===== config.mk =====
export PLATFORM = sky130hd
export DESIGN_NAME = base64_line_wrapped_encoder_unit_flat
export DESIGN_NICKNAME = d
export VERILOG_FILES = /design/src/rtl/b64_pkg.sv /design/src/rtl/b64_req_if.sv /design/src/rtl/b64_rsp_if.sv /design/src/rtl/b64_front.sv /design/src/rtl/b64_group_fifo.sv /design/src/rtl/b64_back.sv /design/src/rtl/base64_line_wrapped_encoder_unit.sv /design/src/flat_wrapper.sv
export SDC_FILE = /design/constraint.sdc
export NUM_CORES = 1
export LEC_CHECK = 0
export ABC_AREA = 1
export BUFFER_PORTS_ARGS = -buffer_cell sky130_fd_sc_hd__buf_4
export CAP_MARGIN = 10
export CORE_ASPECT_RATIO = 1.1
export CORE_MARGIN = 2
export CORE_UTILIZATION = 35
export DETAILED_ROUTE_END_ITERATION = 8
export PLACE_DENSITY = 0.48
export SYNTH_ARGS = -nofsm -noshare
export SYNTH_HDL_FRONTEND = slang
export SYNTH_SLANG_ARGS = --single-unit

===== constraint.sdc =====
create_clock -name clock -period 3.6 [get_ports clock]
set_clock_uncertainty 0.05 [all_clocks]
set_input_delay 1.08 -clock clock [delete_from_list [all_inputs] [get_ports clock]]
set_output_delay 1.08 -clock clock [all_outputs]
set_load 0.05 [all_outputs]

===== src/rtl/b64_pkg.sv =====
// ----------------------------------------------------------------------------
// b64_pkg
// Shared types, constants and the symbol lookup for the line-wrapped base64
// encoder.
// ----------------------------------------------------------------------------
package b64_pkg;

   // Column counter width (line widths up to 124 plus one group of four)
   localparam int COL_W = 7;

   // Depth of the group queue between front and back
   localparam int GROUP_FIFO_DEPTH = 2;
   localparam int GROUP_PTR_W      = $clog2(GROUP_FIFO_DEPTH);
   localparam int GROUP_CNT_W      = $clog2(GROUP_FIFO_DEPTH + 1);

   // Characters that are not alphabet symbols
   localparam logic [7:0] CHAR_PAD = 8'h3D;   // '='
   localparam logic [7:0] CHAR_CR  = 8'h0D;
   localparam logic [7:0] CHAR_LF  = 8'h0A;

   // Bytes held before a group is complete
   localparam logic [1:0] HELD_NONE = 2'd0;
   localparam logic [1:0] HELD_ONE  = 2'd1;
   localparam logic [1:0] HELD_TWO  = 2'd2;

   // Output character slot within one group
   typedef enum logic [2:0] {
      SLOT_SYM0 = 3'd0,
      SLOT_SYM1 = 3'd1,
      SLOT_SYM2 = 3'd2,
      SLOT_SYM3 = 3'd3,
      SLOT_CR   = 3'd4,
      SLOT_LF   = 3'd5
   } b64_slot_type;

   // One complete group, as handed from front to back
   typedef struct packed {
      logic [7:0] byte_a;
      logic [7:0] byte_b;
      logic [7:0] byte_c;
      logic [1:0] nbytes;      // 1..3 real bytes in the group
      logic       line_break;  // append CR LF after the four symbols
      logic       last;        // group closes the message
   } b64_group_type;

   // Map a 6-bit value to its character in the standard alphabet
   function automatic logic [7:0] b64_symbol(input logic [5:0] v);
      logic [7:0] ch;
      if (v < 6'd26) begin
         ch = 8'h41 + {2'b00, v};
      end else if (v < 6'd52) begin
         ch = 8'h61 + {2'b00, v} - 8'd26;
      end else if (v < 6'd62) begin
         ch = 8'h30 + {2'b00, v} - 8'd52;
      end else if (v == 6'd62) begin
         ch = 8'h2B;
      end else begin
         ch = 8'h2F;
      end
      return ch;
   endfunction

endpackage


===== src/rtl/b64_req_if.sv =====
// ----------------------------------------------------------------------------
// b64_req_if
// Byte input channel: one raw byte per transaction, with a final marker.
// ----------------------------------------------------------------------------
interface b64_req_if;
   logic       valid;
   logic       ready;
   logic [7:0] data_byte;
   logic       final_byte;

   modport source (output valid, output data_byte, output final_byte, input ready);
   modport sink   (input valid, input data_byte, input final_byte, output ready);
endinterface


===== src/rtl/b64_rsp_if.sv =====
// ----------------------------------------------------------------------------
// b64_rsp_if
// Character output channel: one encoded character per transaction.
// ----------------------------------------------------------------------------
interface b64_rsp_if;
   logic       valid;
   logic       ready;
   logic [7:0] out_char;
   logic       run_end;
   logic       message_end;

   modport source (output valid, output out_char, output run_end, output message_end,
                   input ready);
   modport sink   (input valid, input out_char, input run_end, input message_end,
                   output ready);
endinterface


===== src/rtl/b64_front.sv =====
// ----------------------------------------------------------------------------
// b64_front
// Gathers bytes into groups of three, tracks the line column and pushes each
// complete group, with its padding and line-break decision, to the queue.
// ----------------------------------------------------------------------------
module b64_front import b64_pkg::*; #(
   parameter int LINE_CHARS = 76
) (
   input  logic          clock,
   input  logic          reset,
   input  logic          in_valid,
   output logic          in_ready,
   input  logic [7:0]    in_byte,
   input  logic          in_final,
   input  logic          grp_full,
   output logic          grp_push,
   output b64_group_type grp_data
);

   logic [7:0]       held_first_ff, held_first_in;
   logic [7:0]       held_second_ff, held_second_in;
   logic [1:0]       held_count_ff, held_count_in;
   logic [COL_W-1:0] column_ff, column_in;

   logic             accept;
   logic             emit;
   logic [COL_W:0]   col_sum;
   logic             brk;

   assign in_ready = !grp_full;
   assign accept   = in_valid && in_ready;
   assign emit     = in_final || (held_count_ff == HELD_TWO);

   // Column after this group and the wrap decision
   assign col_sum = {1'b0, column_ff} + (COL_W + 1)'(4);
   assign brk     = col_sum >= (COL_W + 1)'(LINE_CHARS);

   // Assemble the group from held bytes and the incoming one
   always_comb begin
      grp_data            = '0;
      grp_data.line_break = brk;
      grp_data.last       = in_final;
      case (held_count_ff)
         HELD_NONE: begin
            grp_data.byte_a = in_byte;
            grp_data.nbytes = 2'd1;
         end
         HELD_ONE: begin
            grp_data.byte_a = held_first_ff;
            grp_data.byte_b = in_byte;
            grp_data.nbytes = 2'd2;
         end
         default: begin
            grp_data.byte_a = held_first_ff;
            grp_data.byte_b = held_second_ff;
            grp_data.byte_c = in_byte;
            grp_data.nbytes = 2'd3;
         end
      endcase
   end

   assign grp_push = accept && emit;

   // Next state of the holding registers and column count
   always_comb begin
      held_first_in  = held_first_ff;
      held_second_in = held_second_ff;
      held_count_in  = held_count_ff;
      column_in      = column_ff;
      if (accept) begin
         if (!emit) begin
            if (held_count_ff == HELD_NONE) begin
               held_first_in = in_byte;
            end else begin
               held_second_in = in_byte;
            end
            held_count_in = held_count_ff + 2'd1;
         end else begin
            held_count_in = HELD_NONE;
            if (in_final || brk) begin
               column_in = '0;
            end else begin
               column_in = col_sum[COL_W-1:0];
            end
         end
      end
   end

   always_ff @(posedge clock) begin
      if (reset) begin
         held_count_ff <= HELD_NONE;
         column_ff     <= '0;
      end else begin
         held_count_ff <= held_count_in;
         column_ff     <= column_in;
      end
   end

   // Held bytes are payload only
   always_ff @(posedge clock) begin
      held_first_ff  <= held_first_in;
      held_second_ff <= held_second_in;
   end

endmodule


===== src/rtl/b64_group_fifo.sv =====
// ----------------------------------------------------------------------------
// b64_group_fifo
// Short queue of complete groups between the front and the back.
// ----------------------------------------------------------------------------
module b64_group_fifo import b64_pkg::*; (
   input  logic          clock,
   input  logic          reset,
   input  logic          push,
   input  b64_group_type push_data,
   input  logic          pop,
   output logic          full,
   output logic          empty,
   output b64_group_type head
);

   b64_group_type          mem [GROUP_FIFO_DEPTH];
   logic [GROUP_PTR_W-1:0] wr_ptr_ff, wr_ptr_in;
   logic [GROUP_PTR_W-1:0] rd_ptr_ff, rd_ptr_in;
   logic [GROUP_CNT_W-1:0] count_ff, count_in;
   logic                   do_push;
   logic                   do_pop;

   assign full    = count_ff == GROUP_CNT_W'(GROUP_FIFO_DEPTH);
   assign empty   = count_ff == '0;
   assign do_push = push && !full;
   assign do_pop  = pop && !empty;
   assign head    = mem[rd_ptr_ff];

   // Pointer and occupancy update
   always_comb begin
      wr_ptr_in = do_push ? wr_ptr_ff + 1'b1 : wr_ptr_ff;
      rd_ptr_in = do_pop  ? rd_ptr_ff + 1'b1 : rd_ptr_ff;
      count_in  = count_ff;
      if (do_push && !do_pop) begin
         count_in = count_ff + 1'b1;
      end else if (do_pop && !do_push) begin
         count_in = count_ff - 1'b1;
      end
   end

   always_ff @(posedge clock) begin
      if (reset) begin
         wr_ptr_ff <= '0;
         rd_ptr_ff <= '0;
         count_ff  <= '0;
      end else begin
         wr_ptr_ff <= wr_ptr_in;
         rd_ptr_ff <= rd_ptr_in;
         count_ff  <= count_in;
      end
   end

   always_ff @(posedge clock) begin
      if (do_push) begin
         mem[wr_ptr_ff] <= push_data;
      end
   end

endmodule


===== src/rtl/b64_back.sv =====
// ----------------------------------------------------------------------------
// b64_back
// Walks the head group one character per cycle unless stalled: four symbols
// or pads, then CR LF when the line wraps. Drives a registered output stage.
// ----------------------------------------------------------------------------
module b64_back import b64_pkg::*; (
   input  logic          clock,
   input  logic          reset,
   input  logic          grp_empty,
   input  b64_group_type grp_head,
   output logic          grp_pop,
   output logic          out_valid,
   input  logic          out_ready,
   output logic [7:0]    out_char,
   output logic          out_run_end,
   output logic          out_msg_end
);

   b64_slot_type slot_ff, slot_in;
   logic         valid_ff, valid_in;
   logic [7:0]   char_ff, char_in;
   logic         run_end_ff, run_end_in;
   logic         msg_end_ff, msg_end_in;

   logic         out_free;
   logic         issue;
   logic         slot_last;
   logic [7:0]   slot_char;

   assign out_free = !valid_ff || out_ready;
   assign issue    = !grp_empty && out_free;

   // Character for the current slot
   always_comb begin
      slot_last = 1'b0;
      case (slot_ff)
         SLOT_SYM0: slot_char = b64_symbol(grp_head.byte_a[7:2]);
         SLOT_SYM1: slot_char = b64_symbol({grp_head.byte_a[1:0], grp_head.byte_b[7:4]});
         SLOT_SYM2: begin
            slot_char = (grp_head.nbytes >= 2'd2)
                      ? b64_symbol({grp_head.byte_b[3:0], grp_head.byte_c[7:6]})
                      : CHAR_PAD;
         end
         SLOT_SYM3: begin
            slot_char = (grp_head.nbytes == 2'd3) ? b64_symbol(grp_head.byte_c[5:0])
                                                  : CHAR_PAD;
            slot_last = !grp_head.line_break;
         end
         SLOT_CR:   slot_char = CHAR_CR;
         SLOT_LF: begin
            slot_char = CHAR_LF;
            slot_last = 1'b1;
         end
         default:   slot_char = CHAR_PAD;
      endcase
   end

   assign grp_pop = issue && slot_last;

   // Slot sequencing
   always_comb begin
      slot_in = slot_ff;
      if (issue) begin
         case (slot_ff)
            SLOT_SYM0: slot_in = SLOT_SYM1;
            SLOT_SYM1: slot_in = SLOT_SYM2;
            SLOT_SYM2: slot_in = SLOT_SYM3;
            SLOT_SYM3: slot_in = slot_last ? SLOT_SYM0 : SLOT_CR;
            SLOT_CR:   slot_in = SLOT_LF;
            default:   slot_in = SLOT_SYM0;
         endcase
      end
   end

   // Output register
   always_comb begin
      valid_in   = valid_ff;
      char_in    = char_ff;
      run_end_in = run_end_ff;
      msg_end_in = msg_end_ff;
      if (issue) begin
         valid_in   = 1'b1;
         char_in    = slot_char;
         run_end_in = slot_last;
         msg_end_in = slot_last && grp_head.last;
      end else if (out_ready) begin
         valid_in = 1'b0;
      end
   end

   always_ff @(posedge clock) begin
      if (reset) begin
         slot_ff  <= SLOT_SYM0;
         valid_ff <= 1'b0;
      end else begin
         slot_ff  <= slot_in;
         valid_ff <= valid_in;
      end
   end

   always_ff @(posedge clock) begin
      char_ff    <= char_in;
      run_end_ff <= run_end_in;
      msg_end_ff <= msg_end_in;
   end

   assign out_valid   = valid_ff;
   assign out_char    = char_ff;
   assign out_run_end = run_end_ff;
   assign out_msg_end = msg_end_ff;

endmodule


===== src/rtl/base64_line_wrapped_encoder_unit.sv =====
// ----------------------------------------------------------------------------
// base64_line_wrapped_encoder_unit
// Streaming base64 encoder with CR LF line wrapping.
// ----------------------------------------------------------------------------
// Takes one byte per transaction and returns base64 characters one per
// transaction. Every third byte, or a byte marked final, closes a group that
// becomes four characters ('=' pads a short final group), followed by CR LF
// whenever the line reaches LINE_CHARS characters; the column restarts at zero
// after a final byte. Bytes are accepted one per cycle while the two-entry
// group queue has room; the output side emits one character per cycle unless
// stalled, so the single-character output port sets the sustained rate inside
// a message, and a short final group of one or two bytes still yields four or
// six characters. The first character of a group passes through the group
// queue and then the output register after its closing byte is accepted.
// run_end marks the last character caused by a byte, message_end the last
// character of the message.
module base64_line_wrapped_encoder_unit import b64_pkg::*; #(
   parameter int LINE_CHARS = 76
) (
   input  logic       clock,
   input  logic       reset,
   b64_req_if.sink    req_if,
   b64_rsp_if.source  rsp_if
);

   logic          grp_full;
   logic          grp_empty;
   logic          grp_push;
   logic          grp_pop;
   b64_group_type grp_push_data;
   b64_group_type grp_head;

   // Front: byte gathering and line tracking
   b64_front #(
      .LINE_CHARS (LINE_CHARS)
   ) u_front (
      .clock    (clock),
      .reset    (reset),
      .in_valid (req_if.valid),
      .in_ready (req_if.ready),
      .in_byte  (req_if.data_byte),
      .in_final (req_if.final_byte),
      .grp_full (grp_full),
      .grp_push (grp_push),
      .grp_data (grp_push_data)
   );

   // Group queue
   b64_group_fifo u_fifo (
      .clock     (clock),
      .reset     (reset),
      .push      (grp_push),
      .push_data (grp_push_data),
      .pop       (grp_pop),
      .full      (grp_full),
      .empty     (grp_empty),
      .head      (grp_head)
   );

   // Back: character emission
   b64_back u_back (
      .clock       (clock),
      .reset       (reset),
      .grp_empty   (grp_empty),
      .grp_head    (grp_head),
      .grp_pop     (grp_pop),
      .out_valid   (rsp_if.valid),
      .out_ready   (rsp_if.ready),
      .out_char    (rsp_if.out_char),
      .out_run_end (rsp_if.run_end),
      .out_msg_end (rsp_if.message_end)
   );

endmodule


===== src/flat_wrapper.sv =====
// flat-port wrapper written by rule: the top's interface ports become plain ports
module base64_line_wrapped_encoder_unit_flat import b64_pkg::*;
#(
   parameter int LINE_CHARS = 76
)
  (clock, reset, req_if_valid, req_if_data_byte, req_if_final_byte, req_if_ready, rsp_if_valid, rsp_if_out_char, rsp_if_run_end, rsp_if_message_end, rsp_if_ready);
  b64_req_if req_if_i ();
  b64_rsp_if rsp_if_i ();
  input  logic clock;
  input  logic reset;
  input wire logic [$bits(req_if_i.valid)-1:0] req_if_valid;
  input wire logic [$bits(req_if_i.data_byte)-1:0] req_if_data_byte;
  input wire logic [$bits(req_if_i.final_byte)-1:0] req_if_final_byte;
  output wire logic [$bits(req_if_i.ready)-1:0] req_if_ready;
  output wire logic [$bits(rsp_if_i.valid)-1:0] rsp_if_valid;
  output wire logic [$bits(rsp_if_i.out_char)-1:0] rsp_if_out_char;
  output wire logic [$bits(rsp_if_i.run_end)-1:0] rsp_if_run_end;
  output wire logic [$bits(rsp_if_i.message_end)-1:0] rsp_if_message_end;
  input wire logic [$bits(rsp_if_i.ready)-1:0] rsp_if_ready;
  assign req_if_i.valid = req_if_valid;
  assign req_if_i.data_byte = req_if_data_byte;
  assign req_if_i.final_byte = req_if_final_byte;
  assign req_if_ready = req_if_i.ready;
  assign rsp_if_valid = rsp_if_i.valid;
  assign rsp_if_out_char = rsp_if_i.out_char;
  assign rsp_if_run_end = rsp_if_i.run_end;
  assign rsp_if_message_end = rsp_if_i.message_end;
  assign rsp_if_i.ready = rsp_if_ready;
  base64_line_wrapped_encoder_unit #(.LINE_CHARS(LINE_CHARS)) u_core (.clock(clock), .reset(reset), .req_if(req_if_i), .rsp_if(rsp_if_i));
endmodule

==> impl_metrics.py, run 1 <==
metrics = {
    "clock_tree": {
        "cts_inserted_buffers": 9,
        "htreeDepth": 3,
        "cts_resized": 0,
        "clk_pin_slew_worst_paths_ns": 0.07,
        "cts_setup_buffers": 0,
        "clk_latency_ns": 0.35,
        "cts_buffer_depth": 2,
        "cts_tree": "done",
        "cts-root-buf": "clkbuf_16",
        "ctsHoldBuffers": 0,
        "clock-sinks": 98,
    },
    "power": {
        "p_leak_nw": 2.976,
        "intPower_w": 0.002018,
        "swShare_pct": 31.99,
        "vdd_drop_max_mv": 0.2029,
        "power_frac_seq_pct": 45.5,
        "p_per_area_nw_per_um2": 437.4,
        "switchingPower_w": 0.0009493,
        "pwr-share-comb_pct": 22.4,
        "clockPowerShare_pct": 32.1,
    },
    "floorplan": {
        "start_util_pct": 35.74,
        "io_pins": 25,
        "die_height_microns": 142.3,
        "rows": 50,
        "dieWidth_microns": 129.7,
        "core_region_area_sq_um": 17020,
        "die_area_sq_um": 18450,
    },
    "placed_design": {
        "dpl.hpwl_mm": 10.83,
        "placedCellCount": 989,
        "place.gp.congestion": 0.8585,
        "port_buffers": 24,
        "placed_area_sq_um": 6486,
    },
    "run_status": {
        "status": "finished clean",
    },
    "critical_path": {
        "required_ns": 3.78,
        "cp.arrival_ns": 2.73,
        "worstRegToRegCells": 16,
        "cpPeakStageDelay_ns": 0.32,
        "critPathKind": "reg2reg",
        "worst-path-max-fanout": 19,
        "end_kind": "flip-flop",
        "regToRegEndpoint": "u_core.u_back.out_char[4]",
        "crit_path_start_kind": "flip-flop",
        "endpoint": "u_core.u_back.out_char[4]",
        "worst_path_most_repeated_cell": "nand2_1",
        "rrSetupSlack_ns": 1.05,
        "worstPathCellList": "inv_2 > buf_4 > nand2_1 > nand2_1 > ha_1 > inv_1 > a21oi_1 > xor2_1 > nand2_1 > nand2_1 > nand2_1 > nand3_1 > nand2_1 > nand2_1 > inv_1 > nand2_1",
        "slowest_stage": "dfxtp_1",
    },
    "synth": {
        "synthFlopType": "edfxtp_1",
        "ys_warn_count": 0,
        "synth_seq_cells": 98,
        "syn_inst": 738,
        "synth_area_per_cell_sq_um": 8.241,
        "syn_nets": 781,
        "synth_cell_types": 40,
        "synth_edf_count": 82,
        "ys_async_sr_fraction_pct": 0,
        "yosysSeqAreaShare_pct": 45.75,
        "synth_area_sq_um": 6082,
    },
    "cells_and_area": {
        "drive_gt1_share_pct": 12.32,
        "stdcell_count": 1005,
        "finalInstanceArea_sq_um": 6785,
        "fill_cells": 1783,
        "diodes": 0,
        "area_delta_synth_final_pct": 11.56,
        "final_nets": 809,
    },
    "route": {
        "remaining_drc_errors": 0,
        "ant_nets": 0,
        "routed_wirelength_mm": 13.93,
        "wl_per_cell_microns": 13.86,
        "firstDrtPassIters": 4,
        "viasPerCell": 4.741,
        "drtIter0Drc": 315,
        "via_count": 4765,
    },
    "timing": {
        "slew_violations": 0,
        "setup_violations": 0,
        "setup_tns_ns": 0,
        "worstMarginPinSlew_ns": 0.7040,
        "period_share_pct": 70.81,
        "layout_min_cycle_time_ns": 2.549,
        "slew-limit-headroom_pct": 52.71,
        "rsz0062_at_grt": "false",
        "hold_viol_final": 0,
        "fmax_ghz": 0.3923,
    },
    "job": {
        "cap_violations": 0,
    },
    "hold_path": {
        "hp-class": "reg2reg",
    },
    "global_route": {
        "track_usage_pct": 15.86,
        "grt_pass1_vias": 4359,
        "grt_pass1_wl_mm": 22.51,
        "overflow": 0,
        "antenna_found_initial": 0,
        "grt_max_degree": 38,
    },
}
power groups by stage:
stage | Combinational, W | Sequential, W | Clock, W
floorplan | 0.000407 | 0.00145 | 0
CTS | 0.000669 | 0.00135 | 0.000981
finish | 0.000665 | 0.00135 | 0.000952
global placement | 0.000666 | 0.00138 | 0
detailed placement | 0.000667 | 0.00138 | 0
global route | 0.000743 | 0.00136 | 0.00102
flip-flops by register name, summed over array words and instances, names as in the netlist, named ones only:
name,flops
u_core.u_back.out_msg_end,1
u_core.u_front.held_second_ff,8
u_core.u_fifo.wr_ptr_ff,1
u_core.u_front.held_first_ff,8
u_core.u_fifo.rd_ptr_ff,1
u_core.u_front.held_count_ff,2
u_core.u_back.out_valid,1
u_core.u_fifo.mem,56
u_core.u_fifo.count_ff,2
u_core.u_back.out_char,8
u_core.u_back.slot_ff,3
u_core.u_back.out_run_end,1
u_core.u_front.column_ff,5
stage by stage:
step / hold WS [ns] / worst slack (ns) / total power (W) / utilization, %
2_1_floorplan: 0.4030 / 0.3943 / 0.001860 / -
6_report: 0.4407 / 1.051 / 0.002968 / 39.88
4_1_cts: 0.4357 / 1.038 / 0.003001 / 39.88
3_3_place_gp: 0.4121 / 0.9804 / 0.002043 / 38.12
5_1_grt: 0.4651 / 0.7953 / 0.003126 / 39.88
3_5_place_dp: 0.4243 / 0.9332 / 0.002044 / 38.12
worst min-delay path by stage:
stage | startpoint | endpoint | slack (ns) | cells past startpoint
2_1_floorplan | u_core.u_fifo.rd_ptr_ff | flip-flop | 0.40 | 2
3_3_place_gp | u_core.u_fifo.rd_ptr_ff | u_core.u_fifo.rd_ptr_ff | 0.41 | 2
3_5_place_dp | u_core.u_fifo.rd_ptr_ff | u_core.u_fifo.rd_ptr_ff | 0.42 | 2
4_1_cts | u_core.u_fifo.rd_ptr_ff | u_core.u_fifo.rd_ptr_ff | 0.44 | 2
5_1_grt | u_core.u_fifo.rd_ptr_ff | u_core.u_fifo.rd_ptr_ff | 0.47 | 2
6_report | u_core.u_fifo.rd_ptr_ff | u_core.u_fifo.rd_ptr_ff | 0.44 | 2
cells in the final DEF, fill, tap and decap left out, types with 16 or more instances in the layout:
cell type / Yosys / final
ha_1: 30 / 30
nand2_2: 20 / 20
a21oi_1: 39 / 39
o21ai_0: 20 / 20
nand2_1: 198 / 198
nand4_1: 20 / 20
dfxtp_1: 16 / 16
inv_1: 106 / 106
nand3_1: 49 / 49
edfxtp_1: 82 / 82
nor2_1: 69 / 67
buf_4: 0 / 31
final cells by class:
type	instances	area [sq um]	area share (%)
clock inverters	7	73.82	1.088
well taps	234	292.8	4.315
multi-input cells	514	2758	40.64
flip-flops and latches	98	2783	41.01
clock buffers	9	225.2	3.319
repair buffers	31	232.7	3.430
inverters	112	420.4	6.196
cell families (layout without fill, tap and decap cells):
family | Yosys count | after routing | share of synthesized area [%]
flip-flops | 98 | 98 | 45.75
XOR/XNOR | 16 | 16 | 2.304
AND/OR/NAND/NOR | 376 | 376 | 27.63
buffers and inverters | 126 | 159 | 8.990
AO/OA/AOI/OAI | 91 | 91 | 8.990
multiplexers | 1 | 1 | 0.1646
adder cells (fa/ha/maj) | 30 | 30 | 6.172
synth_stat cells, types with 5 or more instances:
cell | instances | area (sq um)
nand2_1 | 198 | 743.2
inv_1 | 106 | 397.9
edfxtp_1 | 82 | 2462
nor2_1 | 69 | 259.0
nand3_1 | 49 | 245.2
a21oi_1 | 39 | 195.2
ha_1 | 30 | 375.4
nand2_2 | 20 | 125.1
nand4_1 | 20 | 125.1
o21ai_0 | 20 | 100.1
dfxtp_1 | 16 | 320.3
xor2_1 | 10 | 87.58
o22ai_1 | 8 | 50.05
buf_6 | 6 | 67.56
inv_2 | 6 | 22.52
xnor2_1 | 6 | 52.55
clkbuf_1 | 5 | 18.77
layer usage:
layer | vias up | part of all wire, % | GRT usage [%]
met2 | 100 | 45 | 24.69
li1 | 2475 | - | -
met5 | - | 0 | 0
met1 | 2170 | 49 | 22.07
met3 | 20 | 2.8 | 2.030
met4 | 0 | 2.7 | 6.961
critical path: cells and delay by family, from the launching register on:
kind / cells / cell delay [ns]
AOI/OAI and AO/OA: 1 / 0.16
xor gates and xnor gates: 1 / 0.20
adders and majority gates: 1 / 0.22
buffers and inverters: 4 / 0.68
DFF: 1 / 0.32
and+or+nand+nor: 9 / 0.80
Note: power is estimated with default switching activity, not from simulation.
==> inputs of run 2 (changes only) <==
--- a/config.mk
+++ b/config.mk
@@ -12,7 +12,7 @@
 export CORE_MARGIN = 2
 export CORE_UTILIZATION = 35
 export DETAILED_ROUTE_END_ITERATION = 8
-export PLACE_DENSITY = 0.48
+export PLACE_DENSITY = 0.5
 export SYNTH_ARGS = -nofsm -noshare
 export SYNTH_HDL_FRONTEND = slang
 export SYNTH_SLANG_ARGS = --single-unit
==> constraint.sdc (replaced) <==
create_clock -name clock -period 2.3 [get_ports clock]
set_clock_uncertainty 0.05 [all_clocks]
set_input_delay 0.69 -clock clock [delete_from_list [all_inputs] [get_ports clock]]
set_output_delay 0.69 -clock clock [all_outputs]
set_load 0.05 [all_outputs]
==> run 2 against run 1 <==
Utilization increased by 3.6 points. Clock power increased by 51%. Global-route usage increased by 1.0 points. Design area increased by 8.9%. Final cell count increased by 5.3%. First-iteration DRC count increased by 2.5%. Sequential share of layout area decreased by 3.3 points. Die area unchanged. Sequential cell count unchanged. Setup slack got worse by 0.95 ns. Fmax increased by 16%. Highest routed layer unchanged.
==> impl_metrics.py, run 2 (synthesis results as in run 1) <==
metrics = {
    "cells_and_area": {
        "final_cell_mix": "191 x nand2_1, 101 x inv_1, 82 x edfxtp_1",
        "diodes": 0,
        "final_common_cell": "nand2_1",
        "finalInstanceArea_sq_um": 7390,
        "final_nets": 862,
        "utilization_pct": 43.43,
        "fill_cells": 1695,
        "drive_gt1_share_pct": 21.00,
        "largest_register_ffs": 56,
        "seq_area_sq_um": 2788,
        "top_register": "u_core.u_fifo.mem",
        "area_delta_synth_final_pct": 21.50,
        "multi_input_area_sq_um": 2873,
    },
    "placed_design": {
        "placed_area_sq_um": 6855,
        "preCtsSetupSlack_ns": -0.06484,
        "dpl.hpwl_mm": 11.74,
        "place.gp.congestion": 0.8671,
        "port_buffers": 24,
    },
    "critical_path": {
        "worst-path-max-fanout": 6,
        "end_kind": "flip-flop",
        "rrSetupSlack_ns": 0.10,
        "crit_path_start_kind": "flip-flop",
        "required_ns": 2.34,
        "critPathKind": "reg2reg",
        "worstRegToRegCells": 14,
        "cpPeakStageDelay_ns": 0.41,
        "cp.arrival_ns": 2.24,
        "worstPathCellList": "inv_8 > buf_8 > o21ai_4 > inv_2 > ha_4 > inv_2 > nand3_2 > buf_6 > nand3_2 > nand2_2 > a21oi_2 > nor2_1 > nor2_1 > nand3_1",
        "critPathTopFamily": "simple AND/OR/NAND/NOR gates",
        "slowest_stage": "dfxtp_4",
        "regToRegEndpoint": "u_core.u_back.out_char[2]",
        "critical_path_buf_inv_count": 5,
    },
    "hold_path": {
        "hold_depth": 2,
        "worstHoldStart": "u_core.u_front.held_count_ff[1]",
        "hp-class": "reg2reg",
        "whs_endpoint": "u_core.u_front.held_count_ff[1]",
    },
    "power": {
        "swShare_pct": 31.28,
        "power_frac_seq_pct": 44.6,
        "switchingPower_w": 0.001485,
        "p_leak_nw": 3.272,
        "clockPowerShare_pct": 30.3,
        "pwr-share-comb_pct": 25.0,
        "vdd_drop_max_mv": 0.3518,
        "p_per_area_nw_per_um2": 642.3,
        "fin_total_pwr_w": 0.004746,
        "intPower_w": 0.003262,
    },
    "timing": {
        "period_share_pct": 95.46,
        "worstMarginPinSlew_ns": 0.5042,
        "setup_tns_ns": 0,
        "hold_viol_final": 0,
        "slew-limit-headroom_pct": 66.10,
        "setup_violations": 0,
        "fin_ws_ns": 0.1045,
        "layout_min_cycle_time_ns": 2.195,
        "rsz0062_at_grt": "true",
        "slew_violations": 0,
        "fmax_ghz": 0.4555,
    },
    "global_route": {
        "track_usage_pct": 16.88,
        "grt_pass1_vias": 4648,
        "antenna_found_initial": 0,
        "grt_max_degree": 30,
        "overflow": 0,
        "grt_pass1_wl_mm": 24.20,
    },
    "route": {
        "routed_wirelength_mm": 15.03,
        "via_count": 4918,
        "remaining_drc_errors": 0,
        "wl_per_cell_microns": 14.20,
        "firstDrtPassIters": 5,
        "ant_nets": 0,
        "viasPerCell": 4.648,
        "drtIter0Drc": 323,
    },
    "job": {
        "cap_violations": 0,
    },
    "floorplan": {
        "die_height_microns": 142.3,
        "die_area_sq_um": 18450,
        "core_region_area_sq_um": 17020,
        "io_pins": 25,
        "dieWidth_microns": 129.7,
        "start_util_pct": 35.74,
        "rows": 50,
    },
    "clock_tree": {
        "clock-sinks": 98,
        "htreeDepth": 3,
        "cts_inserted_buffers": 9,
        "cts_buffer_depth": 2,
        "cts_tree": "done",
        "clk_latency_ns": 0.34,
        "ctsHoldBuffers": 0,
        "clk_pin_slew_worst_paths_ns": 0.07,
        "cts-root-buf": "clkbuf_16",
    },
    "run_status": {
        "status": "finished clean",
    },
}
## run 2: changes by cell type in the layout (fill, tap and decap cells not counted), sizes merged
cell    before  now
buf         31   82
clkbuf       9   14
clkinv       4    2
inv        115  114
## run 2: what timing repair did
action | CTS | global route
setup endpoints to repair | 1 | 8
endpoints found under the hold margin | 0 | 0
resized for setup | 1 | 47
pin swaps | 2 | 12
buffers inserted | 0 | 8
gates cloned | 0 | 2
## run 2: worst max-delay path by stage
stage / from / endpoint / cells past startpoint / slack [ns]
3_3_place_gp: flip-flop / u_core.u_back.out_char[2] / 14 / -0.02
4_1_cts: flip-flop / u_core.u_back.out_char[2] / 12 / 0.004
3_5_place_dp: flip-flop / u_core.u_back.out_char[2] / 14 / -0.06
6_report: flip-flop / u_core.u_back.out_char[2] / 14 / 0.10
2_1_floorplan: u_core.u_fifo.count_ff[0] / u_core.u_fifo.mem[1][0] / 6 / -0.24
5_1_grt: flip-flop / u_core.u_back.out_char[2] / 14 / -0.04
## run 2: final cells by class
type                            instances  share of cell area [%]
Tap cell                              234                   3.962
Inverter                              112                   5.791
Clock buffer                           12                   3.336
Sequential cell                        98                   37.72
Clock inverter                          4                  0.3725
Timing Repair Buffer                   84                   9.939
Multi-Input combinational cell        514                   38.88
## run 2: per-stage QoR
stage	hold slack (ns)	std cells
floorplan	0.4030	738
global placement	0.4147	1032
detailed placement	0.4328	1032
CTS	0.4427	1048
global route	0.4592	1058
finish	0.4437	1058
## run 2: routing by layer
layer | vias to the layer above | global-route usage (%) | part of all wire (%)
li1 | 2585 | - | -
met1 | 2243 | 24.36 | 50
met2 | 75 | 25.99 | 45
met3 | 15 | 2.707 | 2.9
met4 | 0 | 5.207 | 1.9
met5 | - | 0 | 0
## run 2: power by group through the flow
stage                     sequential (W)  combinational (W)  clock, W
after floorplan                  0.00227           0.000640         0
after global placement           0.00216            0.00114         0
after detailed placement         0.00216            0.00114         0
after CTS                        0.00212            0.00115   0.00148
after global routing             0.00213            0.00133   0.00155
final                            0.00212            0.00119   0.00144
## run 2: worst register-to-register path, stage by stage (launching register included)
cell and delay (ns):
dfxtp_4 0.41, inv_8 0.05, buf_8 0.12, o21ai_4 0.23
inv_2 0.09, ha_4 0.16, inv_2 0.05, nand3_2 0.09
buf_6 0.14, nand3_2 0.07, nand2_2 0.05, a21oi_2 0.13
nor2_1 0.06, nor2_1 0.15, nand3_1 0.10
